`src/rtl/dqg_pkg.sv`:
```
// dqg_pkg: shared types, latencies, register indexes and corner table
// for the decal quad generator; used by every rtl file
`timescale 1ns / 1ps
package dqg_pkg;

  localparam int SQRT_LAT   = 32;
  localparam int DIV_LAT    = 15;
  localparam int NORM_LAT   = SQRT_LAT + DIV_LAT + 3;
  localparam int AXIS_LIMIT = 16221;

  localparam logic [1:0] REG_EFFECT_LEVEL = 2'd0;
  localparam logic [1:0] REG_CULL_FAR_SQ  = 2'd1;
  localparam logic [1:0] REG_CULL_NEAR_SQ = 2'd2;
  localparam logic [1:0] REG_HALF_SIZE    = 2'd3;

  localparam logic [1:0] LAST_CORNER_IDX = 2'd3;

  typedef struct packed {
    logic signed [31:0] hit_x;
    logic signed [31:0] hit_y;
    logic signed [31:0] hit_z;
    logic signed [15:0] norm_x;
    logic signed [15:0] norm_y;
    logic signed [15:0] norm_z;
    logic signed [31:0] viewer_x;
    logic signed [31:0] viewer_y;
    logic signed [31:0] viewer_z;
  } item_t;

  typedef struct packed {
    logic signed [31:0] vert_x;
    logic signed [31:0] vert_y;
    logic signed [31:0] vert_z;
    logic               tex_u;
    logic               tex_v;
    logic               last_corner;
  } result_t;

  typedef logic [2:0][23:0] vec3c_t;
  typedef logic [2:0][15:0] unit3_t;
  typedef logic [2:0][31:0] pos3_t;

  function automatic logic corner_cx_neg(input logic [1:0] idx);
    return (idx == 2'd0) || (idx == 2'd1);
  endfunction

  function automatic logic corner_cy_neg(input logic [1:0] idx);
    return (idx == 2'd0) || (idx == 2'd3);
  endfunction

  function automatic logic corner_u(input logic [1:0] idx);
    return (idx == 2'd0) || (idx == 2'd1);
  endfunction

  function automatic logic corner_v(input logic [1:0] idx);
    return (idx == 2'd1) || (idx == 2'd2);
  endfunction

endpackage

```
`src/rtl/dqg_corner.sv`:
```
// dqg_corner: issues the four corners of a kept item, one per cycle,
// through a three-stage offset, scale and saturate pipeline; depends on dqg_pkg
`timescale 1ns / 1ps
module dqg_corner import dqg_pkg::*; (
  input  logic        clk,
  input  logic        rst,
  input  logic        in_valid,
  input  pos3_t       pos,
  input  unit3_t      right,
  input  unit3_t      up,
  input  logic [30:0] half_size,
  output logic        result_valid,
  output result_t     result
);

  pos3_t       bank_pos;
  unit3_t      bank_right;
  unit3_t      bank_up;
  logic        active;
  logic [1:0]  cnt;

  logic              a_v;
  logic [1:0]        a_idx;
  pos3_t             a_pos;
  logic [2:0][16:0]  a_dir;

  logic              b_v;
  logic [1:0]        b_idx;
  pos3_t             b_pos;
  logic [2:0][48:0]  b_prod;

  logic [2:0][31:0]  c_vert;

  always_ff @(posedge clk) begin
    if (in_valid) begin
      bank_pos   <= pos;
      bank_right <= right;
      bank_up    <= up;
    end
  end

  always_ff @(posedge clk) begin
    if (rst) begin
      active <= 1'b0;
      cnt    <= '0;
    end else if (in_valid) begin
      active <= 1'b1;
      cnt    <= '0;
    end else if (active) begin
      cnt <= cnt + 2'd1;
      if (cnt == LAST_CORNER_IDX) begin
        active <= 1'b0;
      end
    end
  end

  always_ff @(posedge clk) begin
    logic signed [16:0] rt;
    logic signed [16:0] ut;
    for (int k = 0; k < 3; k++) begin
      rt = corner_cx_neg(cnt) ? 17'(-$signed(bank_right[k])) : 17'($signed(bank_right[k]));
      ut = corner_cy_neg(cnt) ? 17'(-$signed(bank_up[k])) : 17'($signed(bank_up[k]));
      a_dir[k] <= rt + ut;
    end
    a_idx <= cnt;
    a_pos <= bank_pos;
    b_idx <= a_idx;
    b_pos <= a_pos;
    for (int k = 0; k < 3; k++) begin
      b_prod[k] <= 49'($signed({1'b0, half_size}) * $signed(a_dir[k]));
    end
  end

  always_comb begin
    logic signed [48:0] adj;
    logic signed [34:0] off;
    logic signed [35:0] sum;
    for (int k = 0; k < 3; k++) begin
      adj = $signed(b_prod[k]) + (b_prod[k][48] ? 49'sd16383 : 49'sd0);
      off = 35'(adj >>> 14);
      sum = 36'($signed(b_pos[k])) + 36'(off);
      if (sum > 36'sd2147483647) begin
        c_vert[k] = 32'h7fff_ffff;
      end else if (sum < -36'sd2147483648) begin
        c_vert[k] = 32'h8000_0000;
      end else begin
        c_vert[k] = sum[31:0];
      end
    end
  end

  always_ff @(posedge clk) begin
    result.vert_x      <= c_vert[0];
    result.vert_y      <= c_vert[1];
    result.vert_z      <= c_vert[2];
    result.tex_u       <= corner_u(b_idx);
    result.tex_v       <= corner_v(b_idx);
    result.last_corner <= (b_idx == LAST_CORNER_IDX);
  end

  always_ff @(posedge clk) begin
    if (rst) begin
      a_v          <= 1'b0;
      b_v          <= 1'b0;
      result_valid <= 1'b0;
    end else begin
      a_v          <= active;
      b_v          <= a_v;
      result_valid <= b_v;
    end
  end

endmodule

```
`config.mk`:
```
export PLATFORM = sky130hd
export DESIGN_NAME = dqg_corner
export DESIGN_NICKNAME = d
export VERILOG_FILES = /design/src/rtl/dqg_pkg.sv /design/src/rtl/dqg_corner.sv
export SDC_FILE = /design/constraint.sdc
export NUM_CORES = 2
export LEC_CHECK = 0
export ABC_AREA = 1
export BUFFER_PORTS_ARGS = -buffer_cell sky130_fd_sc_hd__buf_2
export CAP_MARGIN = 40
export CORE_ASPECT_RATIO = 1.4
export CORE_MARGIN = 5
export CORE_UTILIZATION = 45
export CTS_BUF_LIST = sky130_fd_sc_hd__clkbuf_4 sky130_fd_sc_hd__clkbuf_8
export DETAILED_ROUTE_END_ITERATION = 7
export PLACE_DENSITY = 0.68
export SLEW_MARGIN = 15
export SYNTH_ARGS = -nofsm -noshare
export SYNTH_HDL_FRONTEND = slang
export SYNTH_SLANG_ARGS = --single-unit
```
`constraint.sdc`:
```
create_clock -name clk -period 6.7 [get_ports clk]
set_input_delay 1.34 -clock clk [delete_from_list [all_inputs] [get_ports clk]]
set_output_delay 1.34 -clock clk [all_outputs]
set_load 0.005 [all_outputs]
```
==> impl_metrics.env <==
export IMPL_data_arrival_time_of_the_critical_path_ps=7180
export IMPL_drv_cap=0
export IMPL_cp_max_fo=15
export IMPL_multiInputGateArea_um2=58600
export IMPL_endpoint_kind="flip-flop"
export IMPL_first_iter_violations=4390
export IMPL_die_area_um2=201000
export IMPL_top_level_pins=326
export IMPL_syn_std_cell_area_um2=86300
export IMPL_route_detailed_vias_per_inst=5.01
export IMPL_outcome="complete, no violations"
export IMPL_number_of_flops_mapped_to_enable_cells_by_yosys=192
export IMPL_die_height_um=528
export IMPL_vias_in_the_first_global_route=77700
export IMPL_max_clock_freq_mhz=155
export IMPL_seq_area_um2=15800
export IMPL_holdWs_ps=319
export IMPL_most_common_cell_in_the_netlist="nand2_1"
export IMPL_post_route_cells_drive_above_1_share=0.116
export IMPL_worst_r2r_cell_count=22
export IMPL_initial_core_utilization=0.452
export IMPL_crit_path_start_kind="input pin"
export IMPL_wl_per_cell_um=17.5
export IMPL_holdPathStages=0
export IMPL_timing_final_crit_share=0.966
export IMPL_gr_total_overflow=0
export IMPL_cts_tree="done"
export IMPL_syn_nets=13200
export IMPL_ys_dominant_reg_cell="dfxtp_1"
export IMPL_post_synth_top_area_fraction=0.303
export IMPL_synth_warnings=0
export IMPL_path_type_of_the_worst_min_delay_path="reg2reg"
export IMPL_critPathTopFamily="adder cells"
export IMPL_reg2reg_to="b_prod[145]$_DFF_P_"
export IMPL_yosys_register_bits=691
export IMPL_syn_area_per_cell_um2=7.82
export IMPL_worst_pin_slew_ps=901
export IMPL_port_buffer_count=325
export IMPL_timing_setup_critical_path_class="in2reg"
export IMPL_cts_hold_buf=0
export IMPL_clock_insertion_delay_worst_skew_ps=840
export IMPL_gp_congestion=0.970
export IMPL_finalNetCount=14100
export IMPL_drt_total_wl_um=253000
export IMPL_finalClockSkew_ps=61.8
export IMPL_finalMaxSlewViolations=0
export IMPL_post_synth_main_area_contributors="fa_1 30%, nand2_1 12%, inv_1 12%"
export IMPL_placedInstanceArea_um2=96100
export IMPL_dp_hpwl_um=215000
export IMPL_route_vias_total=72500
export IMPL_clock_path_buffers=3
export IMPL_netlist_top_cell_by_area="fa_1"
export IMPL_place_worst_setup_slack_ps=-659
export IMPL_cp_cell_sequence="buf_2 -> buf_4 -> nand2_1 -> fa_1 -> inv_1 -> fa_1 -> inv_1 -> fa_1 -> inv_1 -> fa_1 -> fa_1 -> inv_1 -> fa_1 -> inv_1 -> ha_1 -> nand2_1 -> o21ai_0 -> a21oi_1 -> o21ai_0 -> a21o_1 -> a21oi_1 -> xnor2_1"
export IMPL_reg2reg_slack_ps=330
export IMPL_timing_rr_start="a_dir[40]$_DFF_P_"
export IMPL_slew_headroom=0.399
export IMPL_grt_antenna_before_repair=20
export IMPL_detail_route_drc_violations=0
export IMPL_cts_root_buf="clkbuf_8"
export IMPL_number_of_nets_with_antenna_violations_after_detailed_routing=0
export IMPL_synth_seq_area_share=0.182
export IMPL_timing_hold_worst_start="bank_pos[45]$_DFFE_PP_"
export IMPL_drt_first_pass_iters=7
export IMPL_area_delta_synth_final_pct=14.3
export IMPL_cts_buffers_inserted=107
export IMPL_final_design_area_no_fill_um2=98700
export IMPL_grtUsageTotal=0.253
export IMPL_post_route_min_period_ps=6470
export IMPL_syn_inst=11000
export IMPL_synth_top_cells_by_count="2847 x nand2_1, 2800 x inv_1, 1308 x fa_1, 681 x ha_1, 633 x nor2_1"
export IMPL_hold_violations=0
export IMPL_largest_net_degree_at_the_start_of_global_routing=88
export IMPL_grt_first_pass_wirelength_um=405000
export IMPL_num_fill_cells=18300
export IMPL_die_width_um=380
export IMPL_cp_required_ps=7410
export IMPL_std_cell_rows=190
export IMPL_synth_async_sr_flop_share=0
export IMPL_slowest_cell_delay_on_critical_path_ps=550
export IMPL_netlist_cell_type_count=59
export IMPL_worst_path_buf_inv=7
export IMPL_crit_path_frequent_cell="fa_1"
export IMPL_crit_path_top_delay_cell="fa_1"
export IMPL_min_delay_worst_endpoint="a_pos[45]$_DFF_P_"
export IMPL_clkTransAtPathRegs_ps=70
export IMPL_cts_max_level=3
export IMPL_setup_viol=0
export IMPL_smallest_setup_slack_after_layout_ps=229
export IMPL_design_core_area_um2=191000
export IMPL_setup_repair_after_global_routing_missed_its_margin="false"
export IMPL_cts_sinks=691
-- routing by layer --
metal  GRT usage  vias up  share of wire
li1            -    34200              -
met1       0.294    35000           0.38
met2       0.450     2461           0.49
met3      0.0409      791          0.063
met4       0.133       16          0.063
met5           0        -        0.00045
-- registers in the layout, summed over array words and instances (netlist names) --
signal / flops
b_prod: 147
bank_pos: 96
active: 1
bank_up: 48
a_idx: 2
a_v: 1
result_valid: 1
result: 99
b_idx: 2
b_pos: 96
bank_right: 48
b_v: 1
a_dir: 51
a_pos: 96
cnt: 2
-- worst reg2reg max path: cells and delay by family, from the launching register on --
kind,cells,cell delay (ps)
fa+ha+maj,7,3240
buf+inv,6,910
compound gates,4,910
flops,1,770
simple gates,5,400
-- what timing repair did --
item / CTS / global route
buffers inserted: 0 / 0
resized for setup: 0 / 6
endpoints found under the setup margin: 0 / 16
-- layout make-up --
cell class / count / share of cell area
clock inverters: 34 / 0.00455
diodes: 17 / 0.000431
repair buffers: 1082 / 0.0824
inverters: 2810 / 0.107
multi-input cells: 7174 / 0.594
clock buffers: 166 / 0.0206
flip-flops and latches: 691 / 0.160
well taps: 2496 / 0.0317
-- how the worst max path moves through the flow --
stage                          start                  end  slack, ps  depth (start not counted)
floorplan              half_size[18]   b_prod[36]$_DFF_P_         30                         24
global placement       half_size[15]   b_prod[35]$_DFF_P_       -730                         23
detailed placement     half_size[15]   b_prod[35]$_DFF_P_       -660                         23
CTS                 a_dir[2]$_DFF_P_   b_prod[35]$_DFF_P_         10                         22
global route           half_size[16]  b_prod[135]$_DFF_P_         20                         24
finish                 half_size[16]  b_prod[136]$_DFF_P_        230                         22
-- layout by cell type, fill, tap and decap left out, types with 25 or more instances in the layout --
cell,count
xor2_1,248
clkbuf_4,44
nor2_1,632
edfxtp_1,192
a31oi_1,38
a21o_1,26
a21oi_1,394
nand2_2,32
nor4_1,41
nand4_1,67
ha_1,681
nand2_1,2847
buf_4,692
xnor2_1,111
o21ai_0,189
dfxtp_1,498
fa_1,1308
buf_12,61
inv_1,2800
buf_2,321
nand3_1,214
o21ai_1,25
clkbuf_8,126
o21bai_1,26
nor3_1,97
-- kinds of logic (layout without fill, tap and decap cells) --
| logic type | Yosys count | in the layout | share of synthesized area |
|---|---|---|---|
| fa+ha+maj | 1989 | 1989 | 0.402 |
| flops | 691 | 691 | 0.182 |
| compound gates | 810 | 810 | 0.0528 |
| xor+xnor | 359 | 359 | 0.0364 |
| simple gates | 4016 | 4016 | 0.187 |
| other cells | 0 | 17 | 0 |
| buf+inv | 3169 | 4092 | 0.139 |
-- per-stage QoR --
| step | std cells | utilization | setup TNS [ps] |
|---|---|---|---|
| after floorplan | 11000 | - | 0 |
| final | 14500 | 0.516 | 0 |
| after CTS | 14500 | 0.516 | 0 |
| after global placement | 14200 | 0.503 | -28010 |
| after detailed placement | 14300 | 0.503 | -32140 |
| after global routing | 14500 | 0.516 | 0 |
Power is left out: the tool's default activity adds up to more than one toggle a clock period on the data nets, which glitch-free logic cannot reach.
